[config.mk]
export PLATFORM = sky130hd
export DESIGN_NAME = hex_record_stream_parser_top
export DESIGN_NICKNAME = d
export VERILOG_FILES = /design/src/hw/rtl/hrsp_pkg.sv /design/src/hw/rtl/hex_record_stream_parser_top.sv /design/src/hw/rtl/hrsp_core.sv
export SDC_FILE = /design/constraint.sdc
export NUM_CORES = 1
export LEC_CHECK = 0
export ABC_AREA = 1
export BUFFER_PORTS_ARGS = -buffer_cell sky130_fd_sc_hd__buf_2
export CORE_MARGIN = 3
export CORE_UTILIZATION = 40
export CTS_BUF_LIST = sky130_fd_sc_hd__clkbuf_4 sky130_fd_sc_hd__clkbuf_8
export CTS_CLUSTER_DIAMETER = 150
export DETAILED_ROUTE_END_ITERATION = 8
export PLACE_DENSITY = 0.56
export SETUP_SLACK_MARGIN = 0.02
export SLEW_MARGIN = 20
export SYNTH_ARGS = -nofsm -noshare
export SYNTH_HDL_FRONTEND = slang
export SYNTH_SLANG_ARGS = --single-unit
[constraint.sdc]
create_clock -name clk -period 3.85 [get_ports clk]
set_input_delay 0 -clock clk [delete_from_list [all_inputs] [get_ports clk]]
set_output_delay 0 -clock clk [all_outputs]
set_load 0.01 [all_outputs]
[src/hw/rtl/hrsp_pkg.sv]
// hrsp_pkg: shared types, constants and helpers of the hex record stream parser
// no dependencies; used by hrsp_core and hex_record_stream_parser_top
package hrsp_pkg;

  // event codes carried on the result stream
  typedef enum logic [1:0] {
    EV_WRITE     = 2'd0,
    EV_LINE_ACK  = 2'd1,
    EV_START_ACK = 2'd2,
    EV_FINISH    = 2'd3
  } event_kind_t;

  // configuration register indexes
  localparam logic [1:0] CFG_LINE_END      = 2'd0;
  localparam logic [1:0] CFG_SESSION_START = 2'd1;
  localparam logic [1:0] CFG_SESSION_END   = 2'd2;

  // configuration reset values
  localparam logic [7:0] LINE_END_RESET      = 8'd10;
  localparam logic [7:0] SESSION_START_RESET = 8'd2;
  localparam logic [7:0] SESSION_END_RESET   = 8'd4;

  // record layout
  localparam logic [7:0] POS_COUNT_HI = 8'd1;
  localparam logic [7:0] POS_COUNT_LO = 8'd2;
  localparam logic [7:0] POS_ADDR_LO  = 8'd3;
  localparam logic [7:0] POS_ADDR_HI  = 8'd6;
  localparam logic [7:0] POS_TYPE     = 8'd8;
  localparam logic [7:0] POS_DATA     = 8'd9;
  localparam logic [7:0] POS_EXT_LAST = 8'd12;
  localparam logic [7:0] POS_MAX      = 8'd255;

  // record types handled
  localparam logic [3:0] REC_DATA     = 4'd0;
  localparam logic [3:0] REC_EXT_ADDR = 4'd4;

  // delimiter characters as seen by the core
  typedef struct packed {
    logic [7:0] line_end_char;
    logic [7:0] session_start_char;
    logic [7:0] session_end_char;
  } delim_cfg_t;

  // one result item
  typedef struct packed {
    event_kind_t kind;
    logic [31:0] write_address;
    logic [15:0] write_halfword;
  } event_t;

  // upper-case hex digit value, anything else decodes as zero
  function automatic logic [3:0] hex_value(input logic [7:0] c);
    logic [3:0] v;
    v = 4'd0;
    if (c >= 8'd48 && c <= 8'd57) begin
      v = 4'(c - 8'd48);
    end else if (c >= 8'd65 && c <= 8'd70) begin
      v = 4'(c - 8'd55);
    end
    return v;
  endfunction

endpackage

[src/hw/rtl/hex_record_stream_parser_top.sv]
// hex_record_stream_parser_top: stream wrapper with delimiter registers and output register
// depends on hrsp_pkg and hrsp_core
//
// Parses a hex record text stream one character per input transfer and emits
// halfword flash writes (with byte address), line acknowledges, session start
// acknowledges and a finished event. The parser state updates at the input
// transfer and the event, if any, lands in the output register at that same
// edge, so a new character is accepted every cycle as long as the output
// register is empty or being drained. After the finished event all characters
// are swallowed until reset. The user must set delimiter characters through the
// write port only while the stream is idle; the block itself does not enforce this.
module hex_record_stream_parser_top (
  input  logic        clk,
  input  logic        rst,
  // character input
  input  logic        s_tvalid,
  output logic        s_tready,
  input  logic [7:0]  s_tdata,   // [7:0] char_in
  // event output
  output logic        m_tvalid,
  input  logic        m_tready,
  output logic [47:0] m_tdata,   // [31:0] write_address, [47:32] write_halfword
  output logic [1:0]  m_tuser,   // [1:0] event_kind
  // configuration writes
  input  logic        cfg_we,
  input  logic [1:0]  cfg_index,
  input  logic [7:0]  cfg_data
);
  import hrsp_pkg::*;

  delim_cfg_t cfg;
  logic       in_xfer;
  logic       ev_valid;
  event_t     ev;
  logic       out_valid;
  event_t     out_ev;

  assign s_tready = !out_valid || m_tready;
  assign in_xfer  = s_tvalid && s_tready;

  // delimiter registers
  always_ff @(posedge clk) begin
    if (rst) begin
      cfg.line_end_char      <= LINE_END_RESET;
      cfg.session_start_char <= SESSION_START_RESET;
      cfg.session_end_char   <= SESSION_END_RESET;
    end else if (cfg_we) begin
      case (cfg_index)
        CFG_LINE_END:      cfg.line_end_char      <= cfg_data;
        CFG_SESSION_START: cfg.session_start_char <= cfg_data;
        CFG_SESSION_END:   cfg.session_end_char   <= cfg_data;
        default: ;
      endcase
    end
  end

  hrsp_core u_core (
    .clk      (clk),
    .rst      (rst),
    .step     (in_xfer),
    .char_in  (s_tdata),
    .cfg      (cfg),
    .ev_valid (ev_valid),
    .ev       (ev)
  );

  // output register valid
  always_ff @(posedge clk) begin
    if (rst) begin
      out_valid <= 1'b0;
    end else if (in_xfer) begin
      out_valid <= ev_valid;
    end else if (m_tready) begin
      out_valid <= 1'b0;
    end
  end

  // output register payload
  always_ff @(posedge clk) begin
    if (in_xfer && ev_valid) begin
      out_ev <= ev;
    end
  end

  assign m_tvalid = out_valid;
  assign m_tdata  = {out_ev.write_halfword, out_ev.write_address};
  assign m_tuser  = out_ev.kind;

endmodule

[src/hw/rtl/hrsp_core.sv]
// hrsp_core: parser state and per-character update, one character per transfer
// depends on hrsp_pkg
module hrsp_core (
  input  logic               clk,
  input  logic               rst,
  input  logic               step,
  input  logic [7:0]         char_in,
  input  hrsp_pkg::delim_cfg_t cfg,
  output logic               ev_valid,
  output hrsp_pkg::event_t   ev
);
  import hrsp_pkg::*;

  logic [7:0]  char_position, char_position_next;
  logic [7:0]  byte_count, byte_count_next;
  logic [3:0]  record_kind, record_kind_next;
  logic [15:0] upper_address, upper_address_next;
  logic [15:0] lower_address, lower_address_next;
  logic [11:0] digit_holder, digit_holder_next;
  logic [6:0]  halfword_index, halfword_index_next;
  logic        finished_flag, finished_flag_next;

  logic [3:0]  d;
  logic [1:0]  grp;
  logic [6:0]  half_count;
  logic [31:0] halfword_addr;

  assign d          = hex_value(char_in);
  assign grp        = char_position[1:0] - 2'd1;
  assign half_count = byte_count[7:1];
  assign halfword_addr = {upper_address, lower_address} + {24'd0, halfword_index, 1'b0};

  // next state and event for the accepted character
  always_comb begin
    char_position_next  = char_position;
    byte_count_next     = byte_count;
    record_kind_next    = record_kind;
    upper_address_next  = upper_address;
    lower_address_next  = lower_address;
    digit_holder_next   = digit_holder;
    halfword_index_next = halfword_index;
    finished_flag_next  = finished_flag;
    ev_valid            = 1'b0;
    ev                  = '{kind: EV_WRITE, write_address: 32'd0, write_halfword: 16'd0};
    if (step && !finished_flag) begin
      if (char_in == cfg.session_start_char) begin
        char_position_next  = 8'd0;
        digit_holder_next   = 12'd0;
        halfword_index_next = 7'd0;
        ev_valid            = 1'b1;
        ev.kind             = EV_START_ACK;
      end else if (char_in == cfg.line_end_char) begin
        char_position_next  = 8'd0;
        digit_holder_next   = 12'd0;
        halfword_index_next = 7'd0;
        ev_valid            = 1'b1;
        ev.kind             = EV_LINE_ACK;
      end else if (char_in == cfg.session_end_char) begin
        finished_flag_next = 1'b1;
        ev_valid           = 1'b1;
        ev.kind            = EV_FINISH;
      end else if (char_position != POS_MAX) begin
        char_position_next = char_position + 8'd1;
        if (char_position == POS_COUNT_HI) begin
          byte_count_next = {d, 4'd0};
        end else if (char_position == POS_COUNT_LO) begin
          byte_count_next = {byte_count[7:4], d};
        end else if (char_position >= POS_ADDR_LO && char_position <= POS_ADDR_HI) begin
          lower_address_next = {lower_address[11:0], d};
        end else if (char_position == POS_TYPE) begin
          record_kind_next = d;
        end else if (char_position >= POS_DATA) begin
          if (record_kind == REC_EXT_ADDR) begin
            // extended address record: four digits form the upper half
            if (char_position == POS_EXT_LAST) begin
              upper_address_next = {digit_holder, d};
              lower_address_next = 16'd0;
            end else if (char_position < POS_EXT_LAST) begin
              digit_holder_next = {digit_holder[7:0], d};
            end
          end else if (record_kind == REC_DATA) begin
            if (grp == 2'd3) begin
              // fourth digit of a byte pair completes a little-endian halfword
              if (halfword_index < half_count) begin
                ev_valid            = 1'b1;
                ev.write_address    = halfword_addr;
                ev.write_halfword   = {digit_holder[3:0], d, digit_holder[11:8],
                                       digit_holder[7:4]};
                halfword_index_next = halfword_index + 7'd1;
              end
            end else begin
              // odd trailing byte padded with 0xff in the high byte
              if (grp == 2'd1 && byte_count[0] && halfword_index == half_count) begin
                ev_valid            = 1'b1;
                ev.write_address    = halfword_addr;
                ev.write_halfword   = {8'hFF, digit_holder[3:0], d};
                halfword_index_next = halfword_index + 7'd1;
              end
              if (grp == 2'd0) begin
                digit_holder_next = {8'd0, d};
              end else begin
                digit_holder_next = {digit_holder[7:0], d};
              end
            end
          end
        end
      end
    end
  end

  // state registers
  always_ff @(posedge clk) begin
    if (rst) begin
      char_position  <= 8'd0;
      byte_count     <= 8'd0;
      record_kind    <= 4'd0;
      upper_address  <= 16'd0;
      lower_address  <= 16'd0;
      digit_holder   <= 12'd0;
      halfword_index <= 7'd0;
      finished_flag  <= 1'b0;
    end else begin
      char_position  <= char_position_next;
      byte_count     <= byte_count_next;
      record_kind    <= record_kind_next;
      upper_address  <= upper_address_next;
      lower_address  <= lower_address_next;
      digit_holder   <= digit_holder_next;
      halfword_index <= halfword_index_next;
      finished_flag  <= finished_flag_next;
    end
  end

endmodule

; After elaboration in Yosys (flattened, before gate mapping)
; Index checks and enable logic that the tools add are counted.
[op_classes]
eq_ne = 25
muxes = 65
n_reduce_logical = 38
div = 0
shift = 0
n_bitwise = 11
n_mul = 0
n_lt_le_gt_ge = 9
addsub = 6
[op_table]
columns = cell, n
row1 = 2-to-1 mux 12 bit, 15
row2 = 2-to-1 mux 48 bit, 3
row3 = 2-to-1 mux 7 bit, 14
row4 = 2-to-1 mux 16 bit, 5
row5 = 2-to-1 mux 8 bit, 5
row6 = AND reduction 12 bit, 3
row7 = adder 32 x 8 -> 32 bit, 1
row8 = == test 8 bit, 3
row9 = "!= test 3 x 1 -> 1 bit, second input constant", 6
row10 = 2-to-1 mux 1 bit, 17
row11 = "== test 8 x 4 -> 1 bit, second input constant", 2
row12 = 2-to-1 mux 4 bit, 3
row13 = "!= test 4 x 2 -> 1 bit, second input constant", 3
row14 = AND reduction 6 bit, 2
row15 = OR reduction 12 bit, 1
row16 = inverter 1 bit, 11
row17 = AND reduction 11 bit, 1
row18 = nonzero test 2 bit, 5
row19 = AND reduction 9 bit, 1
row20 = nonzero test 3 bit, 3
row21 = "adder 8 x 1 -> 8 bit, second input constant", 1
row22 = "== test 8 x 1 -> 1 bit, second input constant", 1
row23 = "== test 8 x 2 -> 1 bit, second input constant", 1
row24 = ">= comparator 8 x 2 -> 1 bit, second input constant", 1
row25 = 30 further kinds, 46
[word_totals]
wordCells = 171
mem_count = 0
latch_bits = 0
romBits = 0
regBits = 147
in_bits = 23
mem_bits_rw = 0

; Logic depth before layout (Yosys ltp)
[depth]
ltp_word = 19
mapped_depth = 15
depth_no_buf = 13

; Hierarchy
; From an unflattened synthesis, not the netlist that was laid out.
[hier_totals]
hier_cells = 1102
area_unflattened_um2 = 8049.0
[by_module_without_submodules]
columns = mod, seq_area_each_um2, cells_each, instances, area_per_inst_um2
row1 = hrsp_core, 1441.4, 891, 1, 5447.7
row2 = hex_record_stream_parser_top, 2001.9, 211, 1, 2601.2

; Worst setup path before layout
; Ideal clock, no wire load.
[synth_path]
path_type = reg2reg
startpoint = register u_core.halfword_index[2]
endpoint = register out_ev, in the netlist m_tdata[0], enable pin
stages_incl_launch_ff = 12
t_arrival_ns = 2.581
n_path_buf = 0
t_required_ns = 3.446
path_slack_ns = 0.864
synth_period_minus_slack_ns = 2.986
cell_sequence = dfxtp_1 > ha_1 > nand2_1 > nor2_1 > nand4_1 > nor2_4 > inv_2 > o21ai_2 > nand3_1 > nand2_1 > nand2_1 > inv_1
[synth_between]
elab_chain_cells = 17
word_cells_on_any_way = 19
cone_classes = order compare (1) / eq/ne (1) / mux (15) / reduce/logical (2)
[synth_rtl]
columns = element, line_no
row1 = start: declaration, hrsp_core.sv:20  ; logic [6:0] halfword_index, halfword_index_next;
row2 = start signal: assignment, hrsp_core.sv:129  ; halfword_index <= halfword_index_next;
row3 = "parallel branches: the longest is 3 deep, another holds less-than comparator 7 bit", --
row4 = 2-to-1 mux 1 bit (*), hrsp_core.sv:82  ; if (grp == 2'd3) begin
row5 = 2-to-1 mux 1 bit (*), hrsp_core.sv:81  ; end else if (record_kind == REC_DATA) begin
row6 = 2-to-1 mux 1 bit (*), hrsp_core.sv:73  ; if (record_kind == REC_EXT_ADDR) begin
row7 = 2-to-1 mux 1 bit (*), hrsp_core.sv:72  ; end else if (char_position >= POS_DATA) begin
row8 = 2-to-1 mux 1 bit (*), hrsp_core.sv:70  ; end else if (char_position == POS_TYPE) begin
row9 = 2-to-1 mux 1 bit (*), hrsp_core.sv:68  ; end else if (char_position >= POS_ADDR_LO && char_position <= POS_ADDR_HI) begin
row10 = 2-to-1 mux 1 bit (*), hrsp_core.sv:66  ; end else if (char_position == POS_COUNT_LO) begin
row11 = 2-to-1 mux 1 bit (*), hrsp_core.sv:64  ; if (char_position == POS_COUNT_HI) begin
row12 = 2-to-1 mux 1 bit (*), hrsp_core.sv:62  ; end else if (char_position != POS_MAX) begin
row13 = 2-to-1 mux 1 bit (*), hrsp_core.sv:58  ; end else if (char_in == cfg.session_end_char) begin
row14 = 2-to-1 mux 1 bit (*), hrsp_core.sv:52  ; end else if (char_in == cfg.line_end_char) begin
row15 = 2-to-1 mux 1 bit (*), hrsp_core.sv:46  ; if (char_in == cfg.session_start_char) begin
row16 = 2-to-1 mux 1 bit (*), hrsp_core.sv:45  ; if (step && !finished_flag) begin
row17 = logical AND 1 bit (*), hex_record_stream_parser_top.sv:80  ; if (in_xfer && ev_valid) begin
row18 = end signal: assignment, hex_record_stream_parser_top.sv:81  ; out_ev <= ev;
row19 = end: declaration, hex_record_stream_parser_top.sv:36  ; event_t out_ev;
; Every way passes the cells marked *.
; A chain may end at the register's enable or synchronous reset.

; Worst setup path after layout
[layout_path]
startpoint = register u_core.halfword_index[2]
endpoint = register out_ev, in the netlist m_tdata[3], enable pin
; Same word-level chain as after synthesis.

==> impl_metrics.ini <==
[status]
status = completed

[flow_run]
max_cap_violation_count = 0

[floorplan]
fp.dieH_um = 148
core_area_sq_um = 19600
dieArea_sq_um = 21800
core.rowCount = 51
floorplan.io_pins = 75
initial_core_util = 0.410
x_dimension_of_the_die_um = 148

[placed_design]
hpwl_mm = 14.5
place_inst = 1389
port_buffer_count = 74
gp_congestion = 0.949

[sta]
grt_setup_unrepaired = no
finalCritPeriodShare = 0.763
timing.final.max_slew_violations = 0
period_minus_slack_ns = 2.94
tns_ns = 0
timing.fmax_mhz = 340
setup_viol = 0
worst_pin_slew_ns = 1.13
slew_headroom = 0.237
finalClockSkew_ns = 0.0146
report.final.hold_viol_count = 0

[min_path]
min_path_type = primary input to register
hold_path.startpoint = cfg_we
timing.hold.worst_path_depth = 5

[detailed_routing]
residual_antenna_violating_net_count_after_detailed_routing = 0
drc = 0
detail_route.wirelength_mm = 19.8
drt_iter0_markers = 346
detail_route.wl_per_cell_um = 13.8
post_drt_via_cell_ratio = 4.88
routed-via-count = 6992
detailedRoute.firstPassIterationCount = 6

[cts]
clk_path_buf_depth = 2
worstSkewPairLatency_ns = 0.45
tritoncts = yes
clock-root-buffer = clkbuf_8
tritoncts.num_buffers = 17
path_clk_slew_ns = 0.08
tritoncts_num_sinks = 147
postCtsResizedCells = 0
cts_setup_buffers = 0
cts.htree.levels = 4

[cells_and_area]
antenna_cells = 0
area.growth.synth_to_final_pct = 13.4
num-fill-cells = 2014
nets_final = 1202
post_route_cells_drive_above_1_share = 0.138
final_cells = 1433

[setup_path]
critPathLaunch = u_core.halfword_index[2]
worst_r2r_endpoint = m_tdata[3]
crit_path_start_kind = register
critical_path_class = register to register
worstSetupEndpointType = register
ff2ff_path_depth = 12
worst-r2r-setup-slack_ns = 0.91
r2r_start = u_core.halfword_index[2]
cp-endpoint = m_tdata[3]
crit_path_max_fanout = 26
cp.arrival_ns = 3.09
cp_data_required_time_ns = 4.00

[synth]
ys_types = 45
synth_async_sr_flop_share = 0
synth-warning-count = 0
syn_inst = 1076
synth_nets = 1123
syn-mean-instance-area_sq_um = 7.46
ffs_latches_synth = 147
synth_area_sq_um = 8030
synth_enable_flop_cells = 50
yosys_most_used_dff = dfxtp_1
synth_sequential_area_ratio = 0.429

[pwr]
power.density_nw_per_um2 = 346
vdd_ir_drop_max_mv = 0.225
cellLeakagePower_uw = 0.00374
finalPower_uw = 3150

[grt]
first_global_vias = 6429
grt_start_max_net_pins = 39
grt_util_all_layers = 0.185
grt_pass1_wl_mm = 32.5
overflow = 0
antenna_violations_before_repair = 0
state kept, by name (all words and copies together), names as in the netlist, 4 cells and up:
signal,cells
u_core.halfword_index,7
u_core.upper_address,16
u_core.digit_holder,12
u_core.byte_count,8
m_tdata,48
cfg,24
u_core.record_kind,4
u_core.lower_address,16
u_core.char_position,8
how the worst min path moves through the flow:
stage | to
floorplan | cfg[2]
global placement | cfg[17]
detailed placement | cfg[17]
CTS | cfg[9]
global route | cfg[23]
finish | cfg[9]
critical path, stage by stage (launching register included):
cell and delay, ns:
dfxtp_1 0.40, ha_1 0.34, nand2_1 0.07, nor2_1 0.11, nand4_1 0.18, nor2_4 0.25, inv_2 0.13, o21ai_2 0.19
nand3_1 0.11, nand2_1 0.08, nand2_1 0.08, inv_2 0.43, buf_12 0.26
area by class of cell:
cell class / instances / area [sq um] / share of cell area
multi-input combinational: 774 / 3920 / 0.431
sequential: 147 / 3440 / 0.378
timing repair buffer: 92 / 548 / 0.0602
inverter: 123 / 462 / 0.0507
tap: 265 / 332 / 0.0364
clock buffer: 23 / 292 / 0.0320
clock inverter: 9 / 105 / 0.0116
Yosys cell counts (5+ instances only):
cell      count  area [sq um]
a21oi_1      92           460
buf_2         9          45.0
buf_6         9           101
clkbuf_1     13          48.8
dfxtp_1      97          1940
edfxtp_1     50          1500
ha_1         23           288
inv_1       112           420
inv_2         8          30.0
nand2_1     232           871
nand2_2      10          62.6
nand3_1      67           335
nand4_1      14          87.6
nor2_1      177           664
nor2_2        5          31.3
nor3_1       25           125
nor3_2        9          90.1
nor3b_1       7          52.6
o21ai_0      47           235
xnor2_1      20           175
xor2_1       11          96.3
per-stage QoR:
step           area, sq um  setup WS (ns)  hold slack (ns)  utilization
2_1_floorplan         8030          0.864            0.113            -
3_3_place_gp          8580          0.945            0.247        0.438
3_5_place_dp          8580          0.874            0.251        0.438
4_1_cts               9100          0.850          0.00263        0.464
5_1_grt               9100          0.656           0.0734        0.464
6_report              9100          0.913           0.0272        0.464
timing repair:
item                                    in CTS  in global routing
hold buffers                                12                  0
hold endpoints to repair                    25                  0
endpoints found under the setup margin       0                  0
report_power, final:
part / total [uW] / switching, uW / internal [uW] / leakage (uW)
sequential: 1630 / 15.8 / 1620 / 0.00128
clock: 1230 / 593 / 638 / 0.000208
combinational: 284 / 192 / 92.6 / 0.00225
total: 3150 / 800 / 2350 / 0.00374
cell families (layout without fill, tap and decap cells):
logic type / Yosys count / after routing / synth area share
AND/OR/NAND/NOR: 567 / 567 / 0.317
buffers and inverters: 155 / 247 / 0.0828
AO/OA/AOI/OAI: 152 / 152 / 0.0990
flip-flops: 147 / 147 / 0.429
XOR/XNOR: 31 / 31 / 0.0338
adder cells (fa/ha/maj): 24 / 24 / 0.0384
cells in the final DEF (no fill, tap or decap), drive strengths merged, types with 2 or more instances in the layout:
cell type	synthesis	layout
nor2	186	186
nand4	14	14
buf	19	80
dfxtp	97	97
xor2	11	11
xnor2	20	20
clkinv	3	8
a21oi	93	93
bufinv	0	2
a211oi	4	4
nor4	3	3
clkbuf	13	23
inv	120	121
o21ai	49	49
nand3	71	71
o21a	3	3
nor3b	8	8
nand2	245	245
dlygate4sd3	0	12
or2	2	2
ha	23	23
nor3	35	35
edfxtp	50	50
layer usage:
layer	GRT usage	up-vias	routed length, um
li1	-	3657	-
met1	0.243	3157	9240
met2	0.307	149	9260
met3	0.0307	29	789
met4	0.0662	0	457
met5	0	-	0
(Power assumes the default switching activity.)
